`config.mk`:
```
export PLATFORM = sky130hd
export DESIGN_NAME = calendar_date_step_palindrome_core
export DESIGN_NICKNAME = d
export VERILOG_FILES = /design/src/sv/cdsp_pkg.sv /design/src/sv/calendar_date_step_palindrome_core.sv /design/src/sv/cdsp_split.sv /design/src/sv/cdsp_digits.sv /design/src/sv/cdsp_step.sv
export VERILOG_INCLUDE_DIRS = /design/src /design/src/sv
export SDC_FILE = /design/constraint.sdc
export NUM_CORES = 1
export LEC_CHECK = 0
export BUFFER_PORTS_ARGS = -buffer_cell sky130_fd_sc_hd__buf_2
export CAP_MARGIN = 0
export CORE_ASPECT_RATIO = 1.4
export CORE_MARGIN = 8
export CORE_UTILIZATION = 55
export CTS_BUF_LIST = sky130_fd_sc_hd__clkbuf_16
export DETAILED_ROUTE_END_ITERATION = 10
export PLACE_DENSITY_LB_ADDON = 0.05
export SETUP_SLACK_MARGIN = 0.5
export SYNTH_ARGS = -nofsm -noshare
export SYNTH_HDL_FRONTEND = slang
export SYNTH_SLANG_ARGS = --single-unit
```
`constraint.sdc`:
```
create_clock -name clk -period 7.4 [get_ports clk]
set_input_delay 0.74 -clock clk [delete_from_list [all_inputs] [get_ports clk]]
set_output_delay 0.74 -clock clk [all_outputs]
set_load 0.02 [all_outputs]
```
`src/sv/assert_macros.svh`:
```
// ----------------------------------------------------------------------------
// Assertion macros
// Clocked implication checks with reset disable, switchable by ASSERT_OFF.
// ----------------------------------------------------------------------------
`ifndef ASSERT_MACROS_SVH
`define ASSERT_MACROS_SVH
`ifndef ASSERT_OFF
`define ASSERT_IMPLY(lbl, clk, rst_n, pre, post) \
  lbl: assert property (@(posedge clk) disable iff (!rst_n) (pre) |-> (post)) \
    else $error("assertion failed");
`define ASSERT_NEXT(lbl, clk, rst_n, pre, post) \
  lbl: assert property (@(posedge clk) disable iff (!rst_n) (pre) |=> (post)) \
    else $error("assertion failed");
`else
`define ASSERT_IMPLY(lbl, clk, rst_n, pre, post)
`define ASSERT_NEXT(lbl, clk, rst_n, pre, post)
`endif
`endif

```
`src/sv/cdsp_pkg.sv`:
```
// ----------------------------------------------------------------------------
// Calendar date step package
// Shared types, packing constants and digit helpers.
// ----------------------------------------------------------------------------
package cdsp_pkg;

  localparam logic [23:0] DATE_MIN    = 24'd1010001;
  localparam logic [23:0] DATE_MAX    = 24'd12319999;
  localparam logic [23:0] DATE_WRAP   = 24'd1010000;
  localparam logic [23:0] MONTH_UNIT  = 24'd1000000;
  localparam logic [23:0] DAY_UNIT    = 24'd10000;
  localparam int          MONTH_MAX   = 12;

  // floor(x/10000) for x < 2^20: (x * 1717987) >> 34
  localparam logic [20:0] RECIP_10K   = 21'd1717987;
  localparam int          RECIP_10K_SH = 34;
  // floor(x/100) for x < 2^14: (x * 20972) >> 21
  localparam logic [14:0] RECIP_100   = 15'd20972;
  localparam int          RECIP_100_SH = 21;
  // floor(x/10) for x < 128: (x * 205) >> 11
  localparam logic [14:0] RECIP_10    = 15'd205;
  localparam int          RECIP_10_SH = 11;

  localparam logic [13:0] HUNDRED     = 14'd100;
  localparam logic [3:0]  TEN         = 4'd10;

  typedef struct packed {
    logic valid;
    logic err;
  } flow_t;

  typedef struct packed {
    logic [3:0]  month;
    logic [6:0]  day;
    logic [13:0] year;
  } date_t;

  // decimal digits of day and year
  typedef struct packed {
    logic [6:0] yh;         // year / 100
    logic [6:0] yl;         // year % 100
    logic [3:0] day_tens;
    logic [3:0] yh_tens;
  } dig_t;

  function automatic logic [3:0] tens_of(input logic [6:0] x);
    logic [14:0] prod;
    prod = {8'd0, x} * RECIP_10;
    return prod[RECIP_10_SH +: 4];
  endfunction

  function automatic logic [3:0] ones_of(input logic [6:0] x, input logic [3:0] tens);
    logic [6:0] t10;
    t10 = {3'd0, tens} * {3'd0, TEN};
    return 4'(x - t10);
  endfunction

endpackage

```
`src/sv/calendar_date_step_palindrome_core.sv`:
```
// ----------------------------------------------------------------------------
// Calendar date step with palindrome test
// Throughput: one request per cycle while the result is not stalled; all eight stages advance together.
// A stalled result holds every stage; in_ready drops only while it waits.
// Reset clears the stage valid bits; data registers are not reset.
// ----------------------------------------------------------------------------
`include "assert_macros.svh"

module calendar_date_step_palindrome_core (
  input  logic        clk,
  input  logic        rst_n,
  input  logic        in_valid,
  output logic        in_ready,
  input  logic [23:0] in_date_value,
  output logic        out_valid,
  input  logic        out_ready,
  output logic [23:0] out_next_date,
  output logic        out_is_palindrome,
  output logic        out_range_error,
  output logic        out_year_overflow
);
  import cdsp_pkg::*;

  logic  adv;
  flow_t flow_a, flow_b;
  date_t date_a, date_b;
  dig_t  dig_b;

  assign adv      = !out_valid || out_ready;
  assign in_ready = adv;

  cdsp_split u_split (
    .clk      (clk),
    .rst_n    (rst_n),
    .adv      (adv),
    .in_valid (in_valid),
    .in_date  (in_date_value),
    .flow_o   (flow_a),
    .date_o   (date_a)
  );

  cdsp_digits u_digits (
    .clk    (clk),
    .rst_n  (rst_n),
    .adv    (adv),
    .flow_i (flow_a),
    .date_i (date_a),
    .flow_o (flow_b),
    .date_o (date_b),
    .dig_o  (dig_b)
  );

  cdsp_step u_step (
    .clk       (clk),
    .rst_n     (rst_n),
    .adv       (adv),
    .flow_i    (flow_b),
    .date_i    (date_b),
    .dig_i     (dig_b),
    .out_valid (out_valid),
    .next_date (out_next_date),
    .is_pal    (out_is_palindrome),
    .range_err (out_range_error),
    .year_ovf  (out_year_overflow)
  );

  `ASSERT_IMPLY(a_err_clears, clk, rst_n, out_valid && out_range_error, out_next_date == 24'd0 && !out_is_palindrome && !out_year_overflow)
  `ASSERT_IMPLY(a_ovf_wrap, clk, rst_n, out_valid && out_year_overflow, out_next_date == DATE_WRAP)
  `ASSERT_IMPLY(a_next_span, clk, rst_n, out_valid && !out_range_error, out_next_date >= DATE_WRAP && out_next_date <= DATE_MAX)

endmodule

```
`src/sv/cdsp_split.sv`:
```
// ----------------------------------------------------------------------------
// Date split
// Four stages: range check and month, month remainder, day, year.
// ----------------------------------------------------------------------------
module cdsp_split (
  input  logic            clk,
  input  logic            rst_n,
  input  logic            adv,
  input  logic            in_valid,
  input  logic [23:0]     in_date,
  output cdsp_pkg::flow_t flow_o,
  output cdsp_pkg::date_t date_o
);
  import cdsp_pkg::*;

  flow_t       flow1_nxt, flow1_r, flow2_r, flow3_r, flow4_r;
  logic [23:0] v1_r;
  logic [3:0]  m1_nxt, m1_r, m2_r, m3_r;
  logic [19:0] rem2_nxt, rem2_r, rem3_r;
  logic [40:0] prod3;
  logic [6:0]  d3_nxt, d3_r;
  logic [23:0] dsub4;
  date_t       date4_nxt, date4_r;

  // month is the highest count of millions, up to MONTH_MAX, not above the value
  always_comb begin
    flow1_nxt.valid = in_valid;
    flow1_nxt.err   = (in_date < DATE_MIN) || (in_date > DATE_MAX);
    m1_nxt = '0;
    for (int k = 1; k <= MONTH_MAX; k++) begin
      if (in_date >= 24'(MONTH_UNIT * 24'(k))) m1_nxt = 4'(k);
    end
  end

  assign rem2_nxt = 20'(v1_r - MONTH_UNIT * {20'd0, m1_r});
  assign prod3    = {21'd0, rem2_r} * {20'd0, RECIP_10K};
  assign d3_nxt   = prod3[RECIP_10K_SH +: 7];
  assign dsub4    = {4'd0, rem3_r} - {17'd0, d3_r} * DAY_UNIT;

  always_comb begin
    date4_nxt.month = m3_r;
    date4_nxt.day   = d3_r;
    date4_nxt.year  = dsub4[13:0];
  end

  always_ff @(posedge clk) begin
    if (!rst_n) begin
      flow1_r <= '0;
      flow2_r <= '0;
      flow3_r <= '0;
      flow4_r <= '0;
    end else if (adv) begin
      flow1_r <= flow1_nxt;
      flow2_r <= flow1_r;
      flow3_r <= flow2_r;
      flow4_r <= flow3_r;
    end
  end

  always_ff @(posedge clk) begin
    if (adv) begin
      v1_r    <= in_date;
      m1_r    <= m1_nxt;
      m2_r    <= m1_r;
      rem2_r  <= rem2_nxt;
      m3_r    <= m2_r;
      rem3_r  <= rem2_r;
      d3_r    <= d3_nxt;
      date4_r <= date4_nxt;
    end
  end

  assign flow_o = flow4_r;
  assign date_o = date4_r;

endmodule

```
`src/sv/cdsp_digits.sv`:
```
// ----------------------------------------------------------------------------
// Digit extraction
// Two stages: year hundreds, then year low part and tens digits.
// ----------------------------------------------------------------------------
module cdsp_digits (
  input  logic            clk,
  input  logic            rst_n,
  input  logic            adv,
  input  cdsp_pkg::flow_t flow_i,
  input  cdsp_pkg::date_t date_i,
  output cdsp_pkg::flow_t flow_o,
  output cdsp_pkg::date_t date_o,
  output cdsp_pkg::dig_t  dig_o
);
  import cdsp_pkg::*;

  flow_t       flow5_r, flow6_r;
  date_t       date5_r, date6_r;
  logic [28:0] prod5;
  logic [6:0]  yh5_nxt, yh5_r;
  logic [13:0] ysub6;
  dig_t        dig6_nxt, dig6_r;

  assign prod5   = {15'd0, date_i.year} * {14'd0, RECIP_100};
  assign yh5_nxt = prod5[RECIP_100_SH +: 7];
  assign ysub6   = date5_r.year - 14'(yh5_r) * HUNDRED;

  always_comb begin
    dig6_nxt.yh       = yh5_r;
    dig6_nxt.yl       = ysub6[6:0];
    dig6_nxt.day_tens = tens_of(date5_r.day);
    dig6_nxt.yh_tens  = tens_of(yh5_r);
  end

  always_ff @(posedge clk) begin
    if (!rst_n) begin
      flow5_r <= '0;
      flow6_r <= '0;
    end else if (adv) begin
      flow5_r <= flow_i;
      flow6_r <= flow5_r;
    end
  end

  always_ff @(posedge clk) begin
    if (adv) begin
      date5_r <= date_i;
      yh5_r   <= yh5_nxt;
      date6_r <= date5_r;
      dig6_r  <= dig6_nxt;
    end
  end

  assign flow_o = flow6_r;
  assign date_o = date6_r;
  assign dig_o  = dig6_r;

endmodule

```
`src/sv/cdsp_step.sv`:
```
// ----------------------------------------------------------------------------
// Day step and packing
// Palindrome test, leap year, next day, then repacking into the output register.
// ----------------------------------------------------------------------------
`include "assert_macros.svh"

module cdsp_step (
  input  logic            clk,
  input  logic            rst_n,
  input  logic            adv,
  input  cdsp_pkg::flow_t flow_i,
  input  cdsp_pkg::date_t date_i,
  input  cdsp_pkg::dig_t  dig_i,
  output logic            out_valid,
  output logic [23:0]     next_date,
  output logic            is_pal,
  output logic            range_err,
  output logic            year_ovf
);
  import cdsp_pkg::*;

  typedef struct packed {
    date_t date;
    logic  pal;
    logic  ovf;
  } step_t;

  flow_t       flow7_r;
  step_t       step7_nxt, step7_r;
  logic        valid8_r;
  logic [23:0] next8_nxt, next8_r;
  logic        pal8_r, err8_r, ovf8_r;

  logic [3:0]  m_tens, m_ones, yl_tens, yl_ones, d_ones, yh_ones;
  logic        leap;
  logic [4:0]  dim;
  logic        year_end;

  always_comb begin
    m_tens  = (date_i.month >= TEN) ? 4'd1 : 4'd0;
    m_ones  = (date_i.month >= TEN) ? 4'(date_i.month - TEN) : date_i.month;
    yl_tens = tens_of(dig_i.yl);
    yl_ones = ones_of(dig_i.yl, yl_tens);
    d_ones  = ones_of(date_i.day, dig_i.day_tens);
    yh_ones = ones_of(dig_i.yh, dig_i.yh_tens);

    // century years are leap only when the hundreds count is a multiple of four
    leap = (dig_i.yl == 7'd0) ? (dig_i.yh[1:0] == 2'd0) : (date_i.year[1:0] == 2'd0);

    if (((date_i.month < 4'd8) && date_i.month[0]) ||
        ((date_i.month >= 4'd8) && !date_i.month[0])) begin
      dim = 5'd31;
    end else if (date_i.month == 4'd2) begin
      dim = leap ? 5'd29 : 5'd28;
    end else begin
      dim = 5'd30;
    end

    step7_nxt.pal = (m_tens == yl_ones) && (m_ones == yl_tens) &&
                    (dig_i.day_tens == yh_ones) && (d_ones == dig_i.yh_tens);
    step7_nxt.ovf  = 1'b0;
    step7_nxt.date = date_i;
    year_end = 1'b0;
    if ((date_i.day >= 7'd1) && (date_i.day < {2'd0, dim})) begin
      step7_nxt.date.day = 7'(date_i.day + 7'd1);
    end else if ((date_i.month >= 4'd1) && (date_i.month < 4'(MONTH_MAX))) begin
      step7_nxt.date.day   = 7'd1;
      step7_nxt.date.month = 4'(date_i.month + 4'd1);
    end else begin
      year_end = 1'b1;
      step7_nxt.date.day   = 7'd1;
      step7_nxt.date.month = 4'd1;
      if (date_i.year == 14'd9999) begin
        step7_nxt.date.year = '0;
        step7_nxt.ovf       = 1'b1;
      end else begin
        step7_nxt.date.year = 14'(date_i.year + 14'd1);
      end
    end
  end

  assign next8_nxt = {20'd0, step7_r.date.month} * MONTH_UNIT +
                     {17'd0, step7_r.date.day} * DAY_UNIT +
                     {10'd0, step7_r.date.year};

  always_ff @(posedge clk) begin
    if (!rst_n) begin
      flow7_r  <= '0;
      valid8_r <= 1'b0;
    end else if (adv) begin
      flow7_r  <= flow_i;
      valid8_r <= flow7_r.valid;
    end
  end

  always_ff @(posedge clk) begin
    if (adv) begin
      step7_r <= step7_nxt;
      next8_r <= flow7_r.err ? '0 : next8_nxt;
      pal8_r  <= step7_r.pal && !flow7_r.err;
      ovf8_r  <= step7_r.ovf && !flow7_r.err;
      err8_r  <= flow7_r.err;
    end
  end

  assign out_valid = valid8_r;
  assign next_date = next8_r;
  assign is_pal    = pal8_r;
  assign range_err = err8_r;
  assign year_ovf  = ovf8_r;

  `ASSERT_IMPLY(a_wrap_only_dec, clk, rst_n, flow_i.valid && !flow_i.err && year_end, date_i.month == 4'd12 || date_i.month == 4'd0)

endmodule
```
Yosys cells after proc, flatten, opt, wreduce, memory -nomap -nowiden. Index checks and enable logic that the tools add are counted.

Add/sub/neg operators: 12. Reductions and logical operators: 20. $mul: 13. $lt $le $gt $ge: 21. Mux-type cells: 24. Equality and inequality tests: 6.

Operators by type and width (number): $ge 24x23->1 const B (4); $ge 24x24->1 const B (4); $ge 24x22->1 const B (2); $mul 7x8->15 const B (3); $mux 14 (3); $mul 20x21->41 const B (1); $mul 14x13->26 const B (1); $add 24x14->24 (1); $add 24x21->24 (1); $ge 24x20->1 const B (1); $ge 24x21->1 const B (1); $gt 24x24->1 const B (1); $lt 24x20->1 const B (1); $mux 3 (8); $sub 20x20->20 (1); $mul 4x14->18 const B (1); $mul 7x10->17 const B (1); $eq 4x4->1 (4); $add 14x1->14 const B (1); $eq 14x14->1 const B (1); $mul 14x4->14 const A (1); $sub 14x14->14 (1); $mul 4x3->3 const B (3); $sub 4x4->4 (3); 25 further kinds (47).

Output and inout bits: 29. Logic and storage cells: 142. Bits of input ports: 28. Flip-flop bits (word level): 243.

Depth between registers and ports, before layout.
Depth in word-level cells: 12. Depth in mapped cells: 24. Depth with buffers taken out: 24.

Cells and area by module. From an unflattened synthesis, not the netlist that was laid out.

Cell total of the unflattened synthesis: 2410. Area, all modules: 26724.4 µm².

By module, submodules not included: cdsp_split (instances 1, area an instance 12689.7 µm², sequential area each 3103.0 µm², cells each 1159); cdsp_digits (instances 1, area an instance 7464.7 µm², sequential area each 2392.3 µm², cells each 597); cdsp_step (instances 1, area an instance 6563.8 µm², sequential area each 1681.6 µm², cells each 653); calendar_date_step_palindrome_core (instances 1, area an instance 6.3 µm², sequential area each 0.0 µm², cells each 1).

Worst setup path after synthesis. OpenSTA, ideal clock, no wires.

Kind: input port to output port. Start: input port out_ready. End: output port in_ready. Path slack: -0.748 ns. Path buffers: 1. Arrival time: 7.408 ns. Required time: 6.660 ns. Stages on the path: 3. Cells stage by stage: nor2b_1 inv_1 clkbuf_1.

Longest elaborated chain between the ends: 1.

RTL lines: from (decl) (line calendar_date_step_palindrome_core.sv:16) `input logic out_ready,`; $logic_or 1x1->1 (line calendar_date_step_palindrome_core.sv:29) `assign adv = !out_valid || out_ready;`; to (decl) (line calendar_date_step_palindrome_core.sv:13) `output logic in_ready,`.

No other way between the ends.

Worst setup path after layout.
Start: register u_split.rem2_r[8]. End: register u_split.d3_r[6], data pin.

Longest elaborated chain between the ends: 1.

RTL lines: from (decl) (line cdsp_split.sv:19) `logic [19:0] rem2_nxt, rem2_r, rem3_r;`; from (signal assigned) (line cdsp_split.sv:65) `rem2_r <= rem2_nxt;`; $mul 20x21->41 (line cdsp_split.sv:36) `assign prod3 = {21'd0, rem2_r} * {20'd0, RECIP_10K};`; net u_split.prod3[40] (line cdsp_split.sv:20) `logic [40:0] prod3;`; to (signal assigned) (line cdsp_split.sv:68) `d3_r <= d3_nxt;`; to (decl) (line cdsp_split.sv:21) `logic [6:0] d3_nxt, d3_r;`.

The timed path passes the listed nets, and every way through them passes these cells. A chain may end at the register's enable or synchronous reset.

==> summary.md <==
| Metric | Value |
|---|---|
| Number of setup violations in the final report | `0` |
| Mapped cell area | `about 26000 µm²` |
| Multi-input gate area in the final layout | `~17000 µm²` |
| Final Routed Wirelength | `57.3 mm` |
| Maximum number of pins on one net before global-route repair | `slightly above 100` |
| Antenna Nets Post-Route | `0` |
| Cells resized by post-CTS repair | `0` |
| Setup TNS Final | `0 ns` |
| Synth async-reset ratio | `0` |
| Site row count | `between 90 and 100` |
| Die Area | `55200 µm²` |
| Crit path launch type | `register` |
| Final worst-path cycle share | `0.867` |
| Sink count of the clock tree | `approximately 240` |
| Maximum level of the CTS H-tree | `1` |
| Post-DR wirelength/cell | `roughly 18 µm` |
| Final hold violation count | `0` |
| Most common library cell in the layout ignoring fill and taps | `sky130_fd_sc_hd__ha_1` |
| TritonCTS clock tree | `yes` |
| Synthesized instance count | `2405` |
| DIE WIDTH | `~200 µm` |
| Setup WS pre-CTS | `0.951 ns` |
| Max Cap Violations | `0` |
| Arrival time reported for the critical path endpoint | `6.72 ns` |
| Remaining max-slew budget at the tightest pin | `0.254` |
| Relative area change from synthesis to final layout | `7.53%` |
| Clock Tree Root | `sky130_fd_sc_hd__clkbuf_16` |
| Leading cell types in the layout, fill and taps excluded | `sky130_fd_sc_hd__ha_1 (538), sky130_fd_sc_hd__inv_1 (521), sky130_fd_sc_hd__fa_1 (274)` |
| Worst min-delay path category | `in -> reg` |
| Die Y-Extent | `275 µm` |
| Later-pin clock latency in the skew report | `approximately 0.57 ns` |
| Global route total overflow | `0` |
| Number of ports placed on the die boundary | `between 50 and 60` |
| Peak clock frequency supported by timing | `approximately 160 MHz` |
| Share of the yosys chip area belonging to registers | `0.269` |
| Number of buffers on the longest clock path | `3` |
| Length of the first detailed-routing pass in iterations | `5` |
| Critical path endpoint category | `register` |
| Synth Register Bits | `around 240` |
| Transition time at the pin with the least slew margin | `about 1.1 ns` |
| Global router's overall resource usage | `0.212` |
| Detail Placement HPWL | `between 40 and 50 mm` |
| Dominant cells by area after synthesis | `sky130_fd_sc_hd__edfxtp_1 (26%), sky130_fd_sc_hd__ha_1 (26%), sky130_fd_sc_hd__fa_1 (21%), sky130_fd_sc_hd__inv_1 (7.4%), sky130_fd_sc_hd__xnor2_1 (3.2%)` |
| Run status | `complete, no violations` |
| Shortest period the worst path allows | `6.41 ns` |
| Synthesized area per cell | `about 11 µm²` |
| Clock-pin slew of the registers on the worst-case setup and hold paths | `about 0.060 ns` |
| Quantity of hold-fixing buffers added after cts | `0` |
| Count of buffers added by post-CTS timing repair for setup | `0` |
| Synth warn | `0` |
| Total DRC errors in the routed layout | `0` |
| Starting density of the core | `0.552` |
| Required time of the worst setup path | `around 7.7 ns` |
| Top-area cell type share of the netlist area | `0.258` |
| Fraction of final layout cells sized beyond drive strength 1 | `0.0543` |
| Setup slack after layout | `about 0.99 ns` |
| Library cell occupying the most area in the post-synthesis netlist | `sky130_fd_sc_hd__edfxtp_1` |
| Total inserted antenna cells | `0` |
| Net count of the finished layout | `3303` |
| Final Wtd Congestion | `0.929` |
| Total clock buffers created by CTS | `27` |
| Crit path kind | `reg -> reg` |
| Number of synthesized flops with an enable pin | `between 200 and 250` |
| Average via count per standard cell | `5.34` |
| Global-route wire length before repair | `93.4 mm` |
| Final max-slew violation count | `0` |
| Vias in the first global route | `~18000` |
| Layout Skew | `between 0.01 and 0.015 ns` |
| Area of the core region | `47700 µm²` |
| Crit Path Max Fanout | `7` |
| Initial antenna violation count | `0` |
| Port Buffer Count | `56` |
| Setup repair after global routing missed its margin | `false` |
| Number of distinct library cells after synthesis | `74` |
| Nets in the synthesized netlist | `3245` |
| Number of DRC markers after the initial detailed-route iteration | `between 500 and 600` |
| Vias after detailed routing | `approximately 17000` |
| Synth Flop Type | `sky130_fd_sc_hd__edfxtp_1` |
| FF+latch area | `just over 7000 µm²` |
| Number of filler cells placed in the layout | `roughly 4000` |
==> logic make-up (layout without fill, tap and decap cells) <==
family / Yosys count / after routing / synth area share
adder cells (fa/ha/maj): 812 / 812 / 0.464
other: 1 / 1 / 0.000142
multiplexers: 4 / 4 / 0.00157
flip-flops: 241 / 241 / 0.269
buffers and inverters: 553 / 632 / 0.0792
AO/OA/AOI/OAI: 299 / 299 / 0.0737
AND/OR/NAND/NOR: 359 / 359 / 0.0663
XOR/XNOR: 136 / 136 / 0.0461
==> worst max-delay path: stages, from the launching register on <==
cell and delay [ns]:
sky130_fd_sc_hd__edfxtp_1 0.52, sky130_fd_sc_hd__ha_1 0.42, sky130_fd_sc_hd__fa_1 0.53, sky130_fd_sc_hd__inv_1 0.06
sky130_fd_sc_hd__fa_1 0.49, sky130_fd_sc_hd__inv_1 0.06, sky130_fd_sc_hd__fa_1 0.47, sky130_fd_sc_hd__inv_1 0.05
sky130_fd_sc_hd__fa_1 0.53, sky130_fd_sc_hd__inv_1 0.05, sky130_fd_sc_hd__fa_1 0.52, sky130_fd_sc_hd__inv_1 0.05
sky130_fd_sc_hd__fa_1 0.50, sky130_fd_sc_hd__inv_1 0.04, sky130_fd_sc_hd__ha_1 0.27, sky130_fd_sc_hd__nand4_1 0.17
sky130_fd_sc_hd__nor4_1 0.32, sky130_fd_sc_hd__nand2_1 0.13, sky130_fd_sc_hd__nor2_1 0.22, sky130_fd_sc_hd__a2111oi_2 0.12
sky130_fd_sc_hd__o31ai_1 0.36, sky130_fd_sc_hd__a21oi_1 0.14, sky130_fd_sc_hd__xnor2_1 0.13
==> area by class of cell <==
cell class | count | area share
Multi-Input combinational cell | 1611 | 0.606
Sequential cell | 241 | 0.250
Inverter | 522 | 0.0695
Tap cell | 630 | 0.0278
Clock buffer | 27 | 0.0239
Clock inverter | 23 | 0.0116
Timing Repair Buffer | 60 | 0.0110
==> metal layers <==
layer | global-route usage | part of all wire | up-vias | wire (µm)
li1 | - | - | 8146 | -
met1 | 0.226 | 0.38 | 8195 | 21500
met2 | 0.429 | 0.57 | 188 | 32600
met3 | 0.0166 | 0.020 | 96 | 1160
met4 | 0.0737 | 0.035 | 0 | 2030
met5 | 0 | 0 | - | 0
==> cells in the mapped netlist, types with 3 or more instances <==
| library cell | instances |
|---|---|
| sky130_fd_sc_hd__edfxtp_1 | 226 |
| sky130_fd_sc_hd__nand3_1 | 31 |
| sky130_fd_sc_hd__nand2_1 | 101 |
| sky130_fd_sc_hd__dfxtp_1 | 15 |
| sky130_fd_sc_hd__mux2i_1 | 3 |
| sky130_fd_sc_hd__o21a_1 | 10 |
| sky130_fd_sc_hd__xnor2_1 | 95 |
| sky130_fd_sc_hd__nand4b_1 | 3 |
| sky130_fd_sc_hd__a31o_2 | 4 |
| sky130_fd_sc_hd__and4_1 | 3 |
| sky130_fd_sc_hd__a41o_1 | 3 |
| sky130_fd_sc_hd__inv_1 | 522 |
| sky130_fd_sc_hd__o31ai_1 | 10 |
| sky130_fd_sc_hd__o21ai_1 | 6 |
| sky130_fd_sc_hd__o211ai_1 | 5 |
| sky130_fd_sc_hd__ha_1 | 538 |
| sky130_fd_sc_hd__a31oi_1 | 6 |
| sky130_fd_sc_hd__nor4b_1 | 3 |
| sky130_fd_sc_hd__nor3b_1 | 3 |
| sky130_fd_sc_hd__clkbuf_1 | 28 |
| sky130_fd_sc_hd__and2_1 | 3 |
| sky130_fd_sc_hd__nand2b_1 | 9 |
| sky130_fd_sc_hd__o21ai_0 | 66 |
| sky130_fd_sc_hd__nand3b_1 | 5 |
| sky130_fd_sc_hd__a21o_1 | 25 |
| sky130_fd_sc_hd__or3_1 | 10 |
| sky130_fd_sc_hd__o21bai_1 | 7 |
| sky130_fd_sc_hd__a21oi_1 | 88 |
| sky130_fd_sc_hd__fa_1 | 274 |
| sky130_fd_sc_hd__a41oi_1 | 4 |
| sky130_fd_sc_hd__a21boi_0 | 20 |
| sky130_fd_sc_hd__or2_2 | 11 |
| sky130_fd_sc_hd__nor3_1 | 30 |
| sky130_fd_sc_hd__and3_1 | 10 |
| sky130_fd_sc_hd__a2111oi_0 | 5 |
| sky130_fd_sc_hd__a211oi_1 | 10 |
| sky130_fd_sc_hd__nand4_1 | 15 |
| sky130_fd_sc_hd__o31a_1 | 3 |
| sky130_fd_sc_hd__nor2_1 | 89 |
| sky130_fd_sc_hd__nor4_1 | 10 |
| sky130_fd_sc_hd__xor2_1 | 39 |
| sky130_fd_sc_hd__nor2b_1 | 19 |
==> sequential cells by signal, indices dropped and copies added, names as in the netlist, 7 cells and up <==
name / cells
u_step.step7_r: 27
u_digits.date5_r: 25
u_split.date_o: 25
u_step.next_date: 24
u_digits.date_o: 23
u_split.rem2_r: 20
u_split.v1_r: 20
u_digits.dig_o: 19
u_split.rem3_r: 14
u_digits.yh5_r: 7
u_split.d3_r: 7
==> path summary, 6_finish.rpt <==
kind                                     startpoint                  to  slack [ns]  depth (start not counted)
worst max-delay path              u_split.rem2_r[8]     u_split.d3_r[6]        0.99                         22
worst min-delay path               in_date_value[1]     u_split.v1_r[1]        0.37                          1
worst max register to register    u_split.rem2_r[8]     u_split.d3_r[6]        0.99                         22
worst min register to register  u_digits.date5_r[7]  u_digits.date_o[7]        0.42                          0
==> metrics by stage <==
stage | instances | hold slack [ns] | cell area (µm²) | util
after global placement | 3064 | 0.401 | 27300 | 0.573
after global routing | 3114 | 0.341 | 28300 | 0.594
final | 3114 | 0.368 | 28300 | 0.594
after CTS | 3114 | 0.333 | 28300 | 0.594
after floorplan | 2405 | 0.400 | 26300 | -
after detailed placement | 3064 | 0.405 | 27300 | 0.573
Power is left out: the tool's default activity adds up to more than one toggle a clock period on the data nets, which glitch-free logic cannot reach.
